==> src/ils_pkg.sv <==
`timescale 1ns / 1ps

package ils_pkg;

    typedef enum logic [2:0] {
        CMD_PUSH       = 3'd0,
        CMD_POP        = 3'd1,
        CMD_INSERT     = 3'd2,
        CMD_REMOVE     = 3'd3,
        CMD_GET        = 3'd4,
        CMD_PUT        = 3'd5,
        CMD_FIND       = 3'd6,
        CMD_REMOVE_VAL = 3'd7
    } t_cmd;

    localparam logic [1:0] ST_OK    = 2'd0;
    localparam logic [1:0] ST_EMPTY = 2'd1;
    localparam logic [1:0] ST_FULL  = 2'd2;

    typedef enum logic [4:0] {
        OP_NOP,
        OP_LOAD,
        OP_CLEAR,
        OP_PUSH,
        OP_WRITE_AT,
        OP_READ_AT,
        OP_POP,
        OP_RM_START,
        OP_INS_START,
        OP_CAPTURE,
        OP_SHIFT_R,
        OP_SHIFT_L,
        OP_FLUSH,
        OP_PLACE,
        OP_SCAN_START,
        OP_SCAN,
        OP_FOUND,
        OP_FOUND_RM,
        OP_ERR_EMPTY,
        OP_ERR_FULL,
        OP_FINISH
    } t_op;

    typedef struct packed {
        logic full;
        logic empty;
        logic idx_lt_used;
        logic idx_lt_cap;
        logic ptr_eq_idx;
        logic ptr_eq_used;
        logic clear_last;
        logic match;
        logic scan_miss;
    } t_flags;

endpackage

==> src/ils_datapath.sv <==
`timescale 1ns / 1ps

module ils_datapath #(
    parameter int CAPACITY  = 16,
    parameter int WORD_BITS = 32
) (
    input  logic           i_clk,
    input  logic           i_rst_n,
    input  ils_pkg::t_op   i_op,
    input  logic [3:0]     i_position_in,
    input  logic [31:0]    i_value_in,
    output ils_pkg::t_flags o_flags,
    output logic [31:0]    o_value_out,
    output logic [3:0]     o_position_out,
    output logic [1:0]     o_status,
    output logic [4:0]     o_count
);

    localparam int AW = $clog2(CAPACITY);
    localparam int CW = $clog2(CAPACITY + 1);
    localparam int XW = (CW > 5) ? CW : 5;

    logic [WORD_BITS-1:0] r_mem [CAPACITY];
    logic [WORD_BITS-1:0] r_rd_data;

    logic [CW-1:0]        r_used, n_used;
    logic [CW-1:0]        r_ptr, n_ptr;
    logic                 r_pend, n_pend;
    logic [AW-1:0]        r_tag, n_tag;
    logic [XW-1:0]        r_idx, n_idx;
    logic [WORD_BITS-1:0] r_word, n_word;
    logic [WORD_BITS-1:0] r_val, n_val;
    logic [3:0]           r_pos, n_pos;
    logic [1:0]           r_st, n_st;

    logic [31:0]          r_o_value;
    logic [3:0]           r_o_position;
    logic [1:0]           r_o_status;
    logic [4:0]           r_o_count;

    logic                 we, re;
    logic [AW-1:0]        waddr, raddr;
    logic [WORD_BITS-1:0] wdata;

    logic [XW-1:0]        used_x, ptr_x, idx_inc, tag_x;
    logic [CW-1:0]        used_m1, ptr_inc, ptr_dec, tag_inc;
    logic [63:0]          w_ext, val_ext;

    assign used_x  = XW'(r_used);
    assign ptr_x   = XW'(r_ptr);
    assign tag_x   = XW'(r_tag);
    assign idx_inc = r_idx + XW'(1);
    assign used_m1 = r_used - CW'(1);
    assign ptr_inc = r_ptr + CW'(1);
    assign ptr_dec = r_ptr - CW'(1);
    assign tag_inc = CW'(r_tag) + CW'(1);
    assign w_ext   = 64'(i_value_in);
    assign val_ext = 64'(r_val);

    assign o_flags.full        = (r_used == CW'(CAPACITY));
    assign o_flags.empty       = (r_used == '0);
    assign o_flags.idx_lt_used = (r_idx < used_x);
    assign o_flags.idx_lt_cap  = (r_idx < XW'(CAPACITY));
    assign o_flags.ptr_eq_idx  = (ptr_x == r_idx);
    assign o_flags.ptr_eq_used = (r_ptr == r_used);
    assign o_flags.clear_last  = (r_ptr == CW'(CAPACITY - 1));
    assign o_flags.match       = r_pend && (r_rd_data == r_word);
    assign o_flags.scan_miss   = r_pend && (r_rd_data != r_word) && (r_ptr == r_used);

    always_comb begin
        n_used = r_used;
        n_ptr  = r_ptr;
        n_pend = r_pend;
        n_tag  = r_tag;
        n_idx  = r_idx;
        n_word = r_word;
        n_val  = r_val;
        n_pos  = r_pos;
        n_st   = r_st;
        we     = 1'b0;
        waddr  = '0;
        wdata  = '0;
        re     = 1'b0;
        raddr  = '0;
        case (i_op)
            ils_pkg::OP_LOAD: begin
                n_idx  = XW'(i_position_in);
                n_word = w_ext[WORD_BITS-1:0];
                n_val  = '0;
                n_pos  = '0;
                n_st   = ils_pkg::ST_OK;
                n_pend = 1'b0;
            end
            ils_pkg::OP_CLEAR: begin
                we    = 1'b1;
                waddr = r_ptr[AW-1:0];
                n_ptr = ptr_inc;
            end
            ils_pkg::OP_PUSH: begin
                we     = 1'b1;
                waddr  = r_used[AW-1:0];
                wdata  = r_word;
                n_used = r_used + CW'(1);
            end
            ils_pkg::OP_WRITE_AT: begin
                we    = 1'b1;
                waddr = r_idx[AW-1:0];
                wdata = r_word;
                if (!o_flags.idx_lt_used) begin
                    n_used = idx_inc[CW-1:0];
                end
            end
            ils_pkg::OP_READ_AT: begin
                re    = 1'b1;
                raddr = r_idx[AW-1:0];
            end
            ils_pkg::OP_POP: begin
                re     = 1'b1;
                raddr  = used_m1[AW-1:0];
                n_used = used_m1;
            end
            ils_pkg::OP_RM_START: begin
                re     = 1'b1;
                raddr  = r_idx[AW-1:0];
                n_used = used_m1;
                n_ptr  = idx_inc[CW-1:0];
                n_pend = 1'b0;
            end
            ils_pkg::OP_INS_START: begin
                n_used = r_used + CW'(1);
                n_ptr  = used_m1;
                n_pend = 1'b0;
            end
            ils_pkg::OP_CAPTURE: begin
                n_val = r_rd_data;
            end
            ils_pkg::OP_SHIFT_R: begin
                we     = r_pend;
                waddr  = r_tag;
                wdata  = r_rd_data;
                re     = 1'b1;
                raddr  = r_ptr[AW-1:0];
                n_pend = 1'b1;
                n_tag  = ptr_inc[AW-1:0];
                n_ptr  = ptr_dec;
            end
            ils_pkg::OP_SHIFT_L: begin
                we     = r_pend;
                waddr  = r_tag;
                wdata  = r_rd_data;
                re     = 1'b1;
                raddr  = r_ptr[AW-1:0];
                n_pend = 1'b1;
                n_tag  = ptr_dec[AW-1:0];
                n_ptr  = ptr_inc;
            end
            ils_pkg::OP_FLUSH: begin
                we     = r_pend;
                waddr  = r_tag;
                wdata  = r_rd_data;
                n_pend = 1'b0;
            end
            ils_pkg::OP_PLACE: begin
                we    = 1'b1;
                waddr = r_idx[AW-1:0];
                wdata = r_word;
            end
            ils_pkg::OP_SCAN_START: begin
                n_ptr  = '0;
                n_pend = 1'b0;
            end
            ils_pkg::OP_SCAN: begin
                re     = 1'b1;
                raddr  = r_ptr[AW-1:0];
                n_pend = 1'b1;
                n_tag  = r_ptr[AW-1:0];
                n_ptr  = ptr_inc;
            end
            ils_pkg::OP_FOUND: begin
                n_pos = tag_x[3:0];
            end
            ils_pkg::OP_FOUND_RM: begin
                n_pos  = tag_x[3:0];
                n_idx  = tag_x;
                n_ptr  = tag_inc;
                n_used = used_m1;
                n_pend = 1'b0;
            end
            ils_pkg::OP_ERR_EMPTY: begin
                n_st = ils_pkg::ST_EMPTY;
            end
            ils_pkg::OP_ERR_FULL: begin
                n_st = ils_pkg::ST_FULL;
            end
            default: begin
            end
        endcase
    end

    always_ff @(posedge i_clk) begin
        if (we) begin
            r_mem[waddr] <= wdata;
        end
        if (re) begin
            r_rd_data <= r_mem[raddr];
        end
    end

    always_ff @(posedge i_clk) begin
        if (!i_rst_n) begin
            r_used <= '0;
            r_ptr  <= '0;
            r_pend <= 1'b0;
        end else begin
            r_used <= n_used;
            r_ptr  <= n_ptr;
            r_pend <= n_pend;
        end
    end

    always_ff @(posedge i_clk) begin
        r_tag  <= n_tag;
        r_idx  <= n_idx;
        r_word <= n_word;
        r_val  <= n_val;
        r_pos  <= n_pos;
        r_st   <= n_st;
        if (i_op == ils_pkg::OP_FINISH) begin
            r_o_value    <= val_ext[31:0];
            r_o_position <= r_pos;
            r_o_status   <= r_st;
            r_o_count    <= used_x[4:0];
        end
    end

    assign o_value_out    = r_o_value;
    assign o_position_out = r_o_position;
    assign o_status       = r_o_status;
    assign o_count        = r_o_count;

    a_used_bound: assert property (@(posedge i_clk) disable iff (!i_rst_n)
        r_used <= CW'(CAPACITY))
        else $error("entry count above capacity");

    a_shift_target: assert property (@(posedge i_clk) disable iff (!i_rst_n)
        (r_pend && (i_op == ils_pkg::OP_SHIFT_R || i_op == ils_pkg::OP_SHIFT_L ||
                    i_op == ils_pkg::OP_FLUSH)) |-> (CW'(r_tag) < r_used))
        else $error("shift write outside the list");

    a_error_no_value: assert property (@(posedge i_clk) disable iff (!i_rst_n)
        (i_op == ils_pkg::OP_FINISH && r_st != ils_pkg::ST_OK) |=> (o_value_out == 32'd0))
        else $error("failed request returned a word");

endmodule

==> src/ils_ctrl.sv <==
`timescale 1ns / 1ps

module ils_ctrl (
    input  logic            i_clk,
    input  logic            i_rst_n,
    input  logic            i_valid,
    input  logic [2:0]      i_cmd,
    output logic            o_stall,
    output logic            o_valid,
    input  logic            i_stall,
    input  ils_pkg::t_flags i_flags,
    output ils_pkg::t_op    o_op
);

    typedef enum logic [9:0] {
        S_CLEAR   = 10'b00_0000_0001,
        S_IDLE    = 10'b00_0000_0010,
        S_EXEC    = 10'b00_0000_0100,
        S_READ    = 10'b00_0000_1000,
        S_SHIFT_R = 10'b00_0001_0000,
        S_SHIFT_L = 10'b00_0010_0000,
        S_FLUSH   = 10'b00_0100_0000,
        S_PLACE   = 10'b00_1000_0000,
        S_SCAN    = 10'b01_0000_0000,
        S_FINISH  = 10'b10_0000_0000
    } t_state;

    t_state          r_state, n_state;
    ils_pkg::t_cmd   r_cmd, n_cmd;
    logic            r_out_valid, n_out_valid;
    logic            slot_free;
    logic            finish_go;

    assign slot_free = !r_out_valid || !i_stall;

    always_comb begin
        n_state   = r_state;
        n_cmd     = r_cmd;
        o_op      = ils_pkg::OP_NOP;
        finish_go = 1'b0;
        case (r_state)
            S_CLEAR: begin
                o_op = ils_pkg::OP_CLEAR;
                if (i_flags.clear_last) begin
                    n_state = S_IDLE;
                end
            end
            S_IDLE: begin
                if (i_valid) begin
                    o_op    = ils_pkg::OP_LOAD;
                    n_cmd   = ils_pkg::t_cmd'(i_cmd);
                    n_state = S_EXEC;
                end
            end
            S_EXEC: begin
                n_state = S_FINISH;
                case (r_cmd)
                    ils_pkg::CMD_PUSH: begin
                        o_op = i_flags.full ? ils_pkg::OP_ERR_FULL : ils_pkg::OP_PUSH;
                    end
                    ils_pkg::CMD_POP: begin
                        if (i_flags.empty) begin
                            o_op = ils_pkg::OP_ERR_EMPTY;
                        end else begin
                            o_op    = ils_pkg::OP_POP;
                            n_state = S_READ;
                        end
                    end
                    ils_pkg::CMD_INSERT: begin
                        if (i_flags.idx_lt_used) begin
                            if (i_flags.full) begin
                                o_op = ils_pkg::OP_ERR_FULL;
                            end else begin
                                o_op    = ils_pkg::OP_INS_START;
                                n_state = S_SHIFT_R;
                            end
                        end else if (i_flags.idx_lt_cap) begin
                            o_op = ils_pkg::OP_WRITE_AT;
                        end else begin
                            o_op = ils_pkg::OP_ERR_FULL;
                        end
                    end
                    ils_pkg::CMD_REMOVE: begin
                        if (i_flags.idx_lt_used) begin
                            o_op    = ils_pkg::OP_RM_START;
                            n_state = S_READ;
                        end else begin
                            o_op = ils_pkg::OP_ERR_EMPTY;
                        end
                    end
                    ils_pkg::CMD_GET: begin
                        if (i_flags.idx_lt_used) begin
                            o_op    = ils_pkg::OP_READ_AT;
                            n_state = S_READ;
                        end else begin
                            o_op = ils_pkg::OP_ERR_EMPTY;
                        end
                    end
                    ils_pkg::CMD_PUT: begin
                        if (i_flags.idx_lt_used || i_flags.idx_lt_cap) begin
                            o_op = ils_pkg::OP_WRITE_AT;
                        end else begin
                            o_op = ils_pkg::OP_ERR_FULL;
                        end
                    end
                    default: begin
                        if (i_flags.empty) begin
                            o_op = ils_pkg::OP_ERR_EMPTY;
                        end else begin
                            o_op    = ils_pkg::OP_SCAN_START;
                            n_state = S_SCAN;
                        end
                    end
                endcase
            end
            S_READ: begin
                o_op    = ils_pkg::OP_CAPTURE;
                n_state = S_FINISH;
                if ((r_cmd inside {ils_pkg::CMD_REMOVE, ils_pkg::CMD_REMOVE_VAL}) &&
                    i_flags.idx_lt_used) begin
                    n_state = S_SHIFT_L;
                end
            end
            S_SHIFT_R: begin
                o_op = ils_pkg::OP_SHIFT_R;
                if (i_flags.ptr_eq_idx) begin
                    n_state = S_FLUSH;
                end
            end
            S_SHIFT_L: begin
                o_op = ils_pkg::OP_SHIFT_L;
                if (i_flags.ptr_eq_used) begin
                    n_state = S_FLUSH;
                end
            end
            S_FLUSH: begin
                o_op    = ils_pkg::OP_FLUSH;
                n_state = (r_cmd == ils_pkg::CMD_INSERT) ? S_PLACE : S_FINISH;
            end
            S_PLACE: begin
                o_op    = ils_pkg::OP_PLACE;
                n_state = S_FINISH;
            end
            S_SCAN: begin
                if (i_flags.match) begin
                    if (r_cmd == ils_pkg::CMD_FIND) begin
                        o_op    = ils_pkg::OP_FOUND;
                        n_state = S_FINISH;
                    end else begin
                        o_op    = ils_pkg::OP_FOUND_RM;
                        n_state = S_READ;
                    end
                end else if (i_flags.scan_miss) begin
                    o_op    = ils_pkg::OP_ERR_EMPTY;
                    n_state = S_FINISH;
                end else begin
                    o_op = ils_pkg::OP_SCAN;
                end
            end
            S_FINISH: begin
                if (slot_free) begin
                    o_op      = ils_pkg::OP_FINISH;
                    finish_go = 1'b1;
                    n_state   = S_IDLE;
                end
            end
            default: begin
                n_state = S_IDLE;
            end
        endcase
    end

    assign n_out_valid = finish_go ? 1'b1 : (r_out_valid && i_stall);

    always_ff @(posedge i_clk) begin
        if (!i_rst_n) begin
            r_state     <= S_CLEAR;
            r_out_valid <= 1'b0;
        end else begin
            r_state     <= n_state;
            r_out_valid <= n_out_valid;
        end
    end

    always_ff @(posedge i_clk) begin
        r_cmd <= n_cmd;
    end

    assign o_stall = (r_state != S_IDLE);
    assign o_valid = r_out_valid;

    a_valid_from_finish: assert property (@(posedge i_clk) disable iff (!i_rst_n)
        $rose(o_valid) |-> $past(r_state == S_FINISH))
        else $error("result raised outside the finish step");

endmodule

==> src/indexed_list_store_core.sv <==
`timescale 1ns / 1ps

// Ordered list of up to CAPACITY words with push, pop, insert, remove at
// index, get, put, find and remove first match.
// Request channel: i_valid / o_stall with i_cmd, i_position_in, i_value_in.
// Result channel: o_valid / i_stall with o_value_out, o_position_out,
// o_status and o_count. Each request gives exactly one result.
// Insert inside the list shifts the entries from the index onward one place
// up, remove at index shifts the entries behind the index one place down,
// find scans from the head of the list, and remove value scans and then
// shifts like remove. The next request is taken in idle once the current
// result has gone to the output register. The list store is a
// single memory with one write and one registered read port, so every
// shift step moves and every search step reads one entry per cycle.
// After reset the store is cleared one entry per cycle while o_stall
// stays high; the length reads zero.
// A finished result waits in an output register while i_stall is high;
// the next request is still accepted and processed, and its result is
// held back until the output register is free.
module indexed_list_store_core #(
    parameter int CAPACITY  = 16,
    parameter int WORD_BITS = 32
) (
    input  logic        i_clk,
    input  logic        i_rst_n,
    input  logic        i_valid,
    output logic        o_stall,
    input  logic [2:0]  i_cmd,
    input  logic [3:0]  i_position_in,
    input  logic [31:0] i_value_in,
    output logic        o_valid,
    input  logic        i_stall,
    output logic [31:0] o_value_out,
    output logic [3:0]  o_position_out,
    output logic [1:0]  o_status,
    output logic [4:0]  o_count
);

    ils_pkg::t_op    op;
    ils_pkg::t_flags flags;

    ils_ctrl u_ctrl (
        .i_clk   (i_clk),
        .i_rst_n (i_rst_n),
        .i_valid (i_valid),
        .i_cmd   (i_cmd),
        .o_stall (o_stall),
        .o_valid (o_valid),
        .i_stall (i_stall),
        .i_flags (flags),
        .o_op    (op)
    );

    ils_datapath #(
        .CAPACITY  (CAPACITY),
        .WORD_BITS (WORD_BITS)
    ) u_datapath (
        .i_clk          (i_clk),
        .i_rst_n        (i_rst_n),
        .i_op           (op),
        .i_position_in  (i_position_in),
        .i_value_in     (i_value_in),
        .o_flags        (flags),
        .o_value_out    (o_value_out),
        .o_position_out (o_position_out),
        .o_status       (o_status),
        .o_count        (o_count)
    );

endmodule
==> config.mk <==
export PLATFORM = sky130hd
export DESIGN_NAME = indexed_list_store_core
export DESIGN_NICKNAME = d
export VERILOG_FILES = /design/src/ils_pkg.sv /design/src/ils_datapath.sv /design/src/ils_ctrl.sv /design/src/indexed_list_store_core.sv
export SDC_FILE = /design/constraint.sdc
export NUM_CORES = 1
export LEC_CHECK = 0
export BUFFER_PORTS_ARGS = -buffer_cell sky130_fd_sc_hd__buf_2
export CAP_MARGIN = 25
export CORE_MARGIN = 2
export CORE_UTILIZATION = 30
export DETAILED_ROUTE_END_ITERATION = 10
export PLACE_DENSITY = 0.42
export SYNTH_ARGS = -nofsm -noshare
export SYNTH_HDL_FRONTEND = slang
export SYNTH_SLANG_ARGS = --single-unit
==> constraint.sdc <==
create_clock -name i_clk -period 12.6 [get_ports i_clk]
set_input_delay 3.78 -clock i_clk [delete_from_list [all_inputs] [get_ports i_clk]]
set_output_delay 3.78 -clock i_clk [all_outputs]
set_load 0.01 [all_outputs]
; ---- Word level (Yosys, flattened, before mapping)
; Memory sizes are Yosys's and may differ from the RTL's. A register that Yosys moved wholly into a read port is not among the register bits.
; Index checks and enable logic that the tools add are counted.
[word_totals]
register_bits = 147
memories = 1
out_inout_bits = 45
ram_bits = 512
inputBits = 43
word_cells = 165
[op_classes]
mux = 52
n_reduce_logical = 37
n_addsub = 6
order_cmp = 2
n_eq_ne = 51
[memory_table]
columns = name, words, width, read_ports, rd_clocked_by_memory_dff, wr, line
row1 = u_datapath.r_mem, 16, 32, 1, 1, 1, ils_datapath.sv:23  ; logic [WORD_BITS-1:0] r_mem [CAPACITY];
[op_table]
columns = cell, count
row1 = two-way mux 10 bit, 15
row2 = one-hot mux 32 bit (2 select lines), 2
row3 = one-hot mux 10 bit (10 select lines), 1
row4 = two-way mux 5 bit, 13
row5 = one-hot mux 5 bit (6 select lines), 2
row6 = one-hot mux 5 bit (10 select lines), 1
row7 = equality test 5 x 4 -> 1 bit (second input constant), 9
row8 = one-hot mux 10 bit (4 select lines), 1
row9 = equality test 32 bit, 1
row10 = != test 32 bit, 1
row11 = equality test 5 bit (second input constant), 6
row12 = one-hot mux 4 bit (3 select lines), 2
row13 = equality test 5 x 3 -> 1 bit (second input constant), 4
row14 = one-hot mux 4 bit (4 select lines), 1
row15 = adder 5 x 1 -> 5 bit (second input constant), 3
row16 = one-hot mux 5 bit (3 select lines), 1
row17 = OR reduction 3 bit, 5
row18 = equality test 3 bit (second input constant), 4
row19 = OR reduction 2 bit, 6
row20 = OR reduction 6 bit, 2
row21 = equality test 10 x 1 -> 1 bit (second input constant), 1
row22 = equality test 10 bit (second input constant), 1
row23 = equality test 10 x 2 -> 1 bit (second input constant), 1
row24 = equality test 10 x 3 -> 1 bit (second input constant), 1
row25 = other kinds (35), 64

; ---- Logic depth before layout (Yosys ltp)
[depth]
word_depth = 11
depth_mapped = 19
mapped_depth_nobuf = 14

; ---- Hierarchy
; A second synthesis with hierarchy kept.
[hier_totals]
hier_cells = 2111
hier_area_um2 = 29225.5
[by_module_without_submodules]
columns = mod, area_per_inst_um2, n_inst, cells_each, seq_area_each_um2
row1 = ils_datapath, 27944.3, 1, 1947, 20189.4
row2 = ils_ctrl, 1281.2, 1, 164, 310.3

; ---- Least setup slack after synthesis
; Ideal clock, no wire load.
[synth_timing]
path_kind = input-to-reg
from = input i_stall
to = memory u_datapath.r_mem[0][0] (enable)
t_required_ns = 12.139
n_path_buf = 0
setup_ns = 0.461
arrival_time_ns = 9.086
setup_slack_ns = 3.053
stages = 6
path_cell_list = a21oi_1 -> a21oi_1 -> and4_1 -> a21boi_0 -> nand3_1 -> nor3_1
[synth_via]
elab_chain_len = 9
elab_cells_between_ends = 18
classes_between = 7 x eq/ne / 6 x mux / 5 x reduce/logical
[synth_lines]
columns = item, line
row1 = start: declaration, indexed_list_store_core.sv:32  ; input logic i_stall,
row2 = logical NOT 1 bit *, ils_ctrl.sv:34  ; assign slot_free = !r_out_valid || !i_stall;
row3 = logical OR 1 bit *, ils_ctrl.sv:34
row4 = two-way mux 5 bit *, ils_ctrl.sv:161  ; if (slot_free) begin
row5 = one-hot mux 5 bit (10 select lines) *, ils_ctrl.sv:41  ; case (r_state)
row6 = "equality test 5 x 2 -> 1 bit, or another cell as far along", ils_datapath.sv:85  ; case (i_op)
row7 = OR reduction 4 bit (no line) / OR reduction 3 bit (equally long branches), -
row8 = one-hot mux 1 bit (2 select lines), ils_datapath.sv:85
row9 = two-way mux 1 bit, ils_datapath.sv:201  ; if (we) begin
row10 = two-way mux 1 bit (implied by the code), ils_datapath.sv:202  ; r_mem[waddr] <= wdata;
row11 = end: declaration, ils_datapath.sv:23
; Every way passes the cells marked *; elsewhere a longest branch is shown, timed or not.

; ---- Final worst setup path
[layout_timing]
from = input i_valid
to = register u_datapath.r_rd_data[3] (read register of u_datapath.r_mem) (data pin)
[layout_via]
elab_chain_len = 5
elab_cells_between_ends = 13
classes_between = 6 x eq/ne / 4 x mux / 3 x reduce/logical
[layout_lines]
columns = item, line
row1 = start: declaration, indexed_list_store_core.sv:26  ; input logic i_valid,
row2 = two-way mux 1 bit *, ils_ctrl.sv:49  ; if (i_valid) begin
row3 = one-hot mux 5 bit (10 select lines) *, ils_ctrl.sv:41
row4 = equality test 5 x 4 -> 1 bit / equality test 5 x 3 -> 1 bit (equally long branches), ils_datapath.sv:85
row5 = "OR reduction 3 bit (no line), or another cell as far along", -
row6 = one-hot mux 4 bit (3 select lines) / two-way mux 1 bit (equally long branches), ils_datapath.sv:85
row7 = end: declaration, ils_datapath.sv:24  ; logic [WORD_BITS-1:0] r_rd_data;
; Marked as above.
; A chain may end at the register's enable or synchronous reset.

==> summary.txt <==
Status
  • Status: completed

Route
  • DRT Wirelength: about 83000 µm
  • DR vias: 17000
  • Initial DRC count: 1743
  • DR WL met2: roughly 40000 µm
  • Top layer in use: met4
  • Via/cell ratio: slightly above 5
  • Post-route antenna net violation count: 0
  • Remaining DRCs: 0
  • Wl on met1: 37200 µm
  • Total iterations of the first detailed-routing run: 6
  • Wire length per cell: 24.7 µm
  • Met3 WL: ~4600 µm

Clock network
  • CTS Buffer Depth: 3
  • Number of post-CTS setup repair buffers: 0
  • Post-CTS sizing: 0
  • CTS tree: done
  • CTS Buf Count: 76
  • CTS H-tree lvls: 3
  • Clock slew seen by the registers of the worst setup and hold paths: 60 ps
  • Clock Sinks: around 700
  • Post-CTS Hold Fix Bufs: 0
  • Clock latency on the worst-skew pair: ~630 ps
  • CTS root buffer: clkbuf_16

Critical path
  • Critical path's slowest cell: buf_12
  • Critical-path cell list: buf_2 -> inv_1 -> or2_2 -> inv_2 -> or3b_2 -> nor4_4 -> a211oi_2 -> buf_4 -> a2bb2oi_4 -> buf_12 -> mux2i_1 -> mux2_2 -> a222oi_1 -> o2111a_1
  • Buf/Inv on CP: 5
  • Crit-path max FO: between 150 and 200
  • Critical path's top delay family: compound AO/OA/AOI/OAI gates
  • Worst endpoint required time: 13070 ps
  • Worst Setup Start Kind: input pin
  • Kind of critical path: in2reg
  • Critical path endpoint category: flop
  • Critical path arrival: between 8000 and 9000 ps
  • CP peak stage delay: 680 ps

Timing
  • Fin. Hold Viols: 0
  • Final setup viols: 0
  • Slew HR: approximately a third
  • WHS: ~420 ps
  • RSZ-0062 raised after global routing: false
  • Fin crit share: between 60% and 70%
  • Clock skew: approximately 32 ps
  • Tightest Pin Transition: between 1000 and 1500 ps
  • Post-layout min period: ~7600 ps
  • Peak Freq: between 100 and 150 MHz
  • Setup slack after layout: 4990 ps
  • Setup TNS: 0 ps
  • Max-slew violation count: 0

Placement
  • Placer Congestion: 0.835
  • Dpl cell area: 30200 µm²
  • Post-place setup slack: between 4000 and 5000 ps
  • IO buf count: 87
  • Post-DP HPWL: ~45000 µm

Floorplan
  • Initial Util: 30.3%
  • Chip height: between 300 and 400 µm
  • Row count: around 110
  • Die Width: just over 300 µm
  • Area of the die: 96700 µm²
  • Top Ports: 88
  • Core Region: 93300 µm²

Layout
  • Nets: 2111
  • P&R area growth vs syn: 15.3%
  • N_diodes: 0
  • Fin area: 32600 µm²
  • Share of cells above drive strength 1: between 10 and 15%

Logic synthesis
  • EDFF count, synth: 668
  • Most frequent cells after synthesis: edfxtp_1 (668), nand2_1 (354), nand3_1 (111)
  • Largest cells by area after synthesis: edfxtp_1 (71%), nand2_1 (4.7%), mux2i_1 (3.1%)
  • Net count after synthesis: between 2000 and 2500
  • Synthesis Warnings: 0
  • Asr flop ratio synth: 0%
  • Unique masters post-synth: 76
  • Synthesized instance count: between 1500 and 2000
  • Syn Area/Cell: about 14 µm²
  • Post-synth design cell area: about 28000 µm²
  • Most common cell in the netlist: edfxtp_1
  • Sequential area share after synthesis: between 70% and 80%
  • Synth top area share: 71.0%
  • Ys flop type: edfxtp_1
  • Synth area leader: edfxtp_1
  • Yosys reg bits: 690

Power
  • Static Leakage: 11.5 nW
  • Peak VDD IR: about 0.15 mV
  • PwrDens: roughly 180 nW/µm²

GRT
  • Vias in the first global route: 16800
  • Total GRT Usage: 16.9%
  • GRT overflow: 0
  • Largest net degree at the start of global routing: between 150 and 200
  • Global-route wire length before repair: 120000 µm
  • Initial antenna violation count: 0

Min path
  • Min-Delay Path Class: reg2reg

Flow run
  • Max Cap Viol: 0
cell type report:
type	count	area [µm²]
Inverter	24	90.1
Fill cell	9086	60800
Clock inverter	41	348
Multi-Input combinational cell	1139	7300
Clock buffer	96	2030
Sequential cell	690	20500
Timing Repair Buffer	126	741
Tap cell	1254	1570
placed cells by master (no fill, tap or decap), drive strengths merged, types with 12 or more instances in the layout:
master	netlist	layout
a31oi	21	21
and2	34	34
a222oi	21	21
a22o	39	39
xor2	12	12
edfxtp	668	668
o21ai	27	27
a22oi	13	13
clkinv	0	34
and3	28	28
inv	24	27
nor2	56	56
buf	74	126
xnor2	44	44
a32o	15	15
nor3	26	26
o211ai	14	14
mux2i	87	87
nand3	111	111
a21oi	51	51
o2111a	19	19
mux2	16	16
nand2	354	354
dfxtp	22	22
clkbuf	41	96
metrics by stage:
stage / util [%] / total power, W / std cells
floorplan: - / 0.00342 / 1968
global placement: 32.4 / 0.00373 / 3233
detailed placement: 32.4 / 0.00374 / 3233
CTS: 34.9 / 0.00590 / 3370
global route: 34.9 / 0.00607 / 3370
finish: 34.9 / 0.00583 / 3370
cells by family after synthesis:
group	after synthesis	share of synthesized area, %
flip-flops	690	72.5
AND/OR/NAND/NOR	681	11.2
AO/OA/AOI/OAI	288	7.98
buffers and inverters	139	2.30
multiplexers	103	3.72
XOR/XNOR	56	1.74
adder cells (fa/ha/maj)	11	0.487
worst paths after layout:
kind / from / endpoint / slack [ps] / depth (start not counted)
hold reg to reg: u_datapath.r_val[31] / u_datapath.o_value_out[31] / 420 / 0
setup / recovery: i_valid / u_datapath.r_rd_data[3] / 4990 / 14
hold / removal: u_datapath.r_val[31] / u_datapath.o_value_out[31] / 420 / 0
setup reg to reg: u_datapath.r_rd_data[12] / u_datapath.r_rd_data[3] / 6120 / 14
power by group:
part | internal (W) | switching, W
Combinational | 0.000240 | 0.000562
Clock | 0.00123 | 0.000912
Sequential | 0.00280 | 0.0000851
Total | 0.00427 | 0.00156
worst reg2reg max path, cell delays in order, from the launching register on:
cell	delay, ps
edfxtp_1	550
xnor2_1	440
nand4_1	220
nor4_1	530
nand4_1	550
and3_1	560
nor4_4	650
a211oi_2	310
buf_4	260
a2bb2oi_4	490
buf_12	690
mux2i_1	270
mux2_2	300
a222oi_1	260
o2111a_1	240
layer usage:
| layer | GRT usage [%] | up-vias |
|---|---|---|
| met3 | 2.65 | 102 |
| met4 | 4.58 | 0 |
| li1 | - | 7663 |
| met5 | 0 | - |
| met1 | 23.3 | 8651 |
| met2 | 27.8 | 539 |
state kept, by name (all words and copies together) (netlist names), 2 cells and up:
| name | count |
|---|---|
| u_datapath.r_pos | 4 |
| u_datapath.r_rd_data | 32 |
| u_datapath.ptr_x | 5 |
| u_datapath.o_count | 5 |
| u_datapath.r_idx | 4 |
| u_datapath.o_position_out | 4 |
| u_ctrl.r_state | 10 |
| u_datapath.r_st | 2 |
| u_datapath.r_word | 32 |
| u_datapath.r_val | 32 |
| u_datapath.o_value_out | 32 |
| u_datapath.o_status | 2 |
| u_ctrl.r_cmd | 3 |
| u_datapath.r_used | 5 |
| u_datapath.r_mem | 512 |
| u_datapath.r_tag | 4 |
No activity file was read; power rests on OpenSTA's default activity.
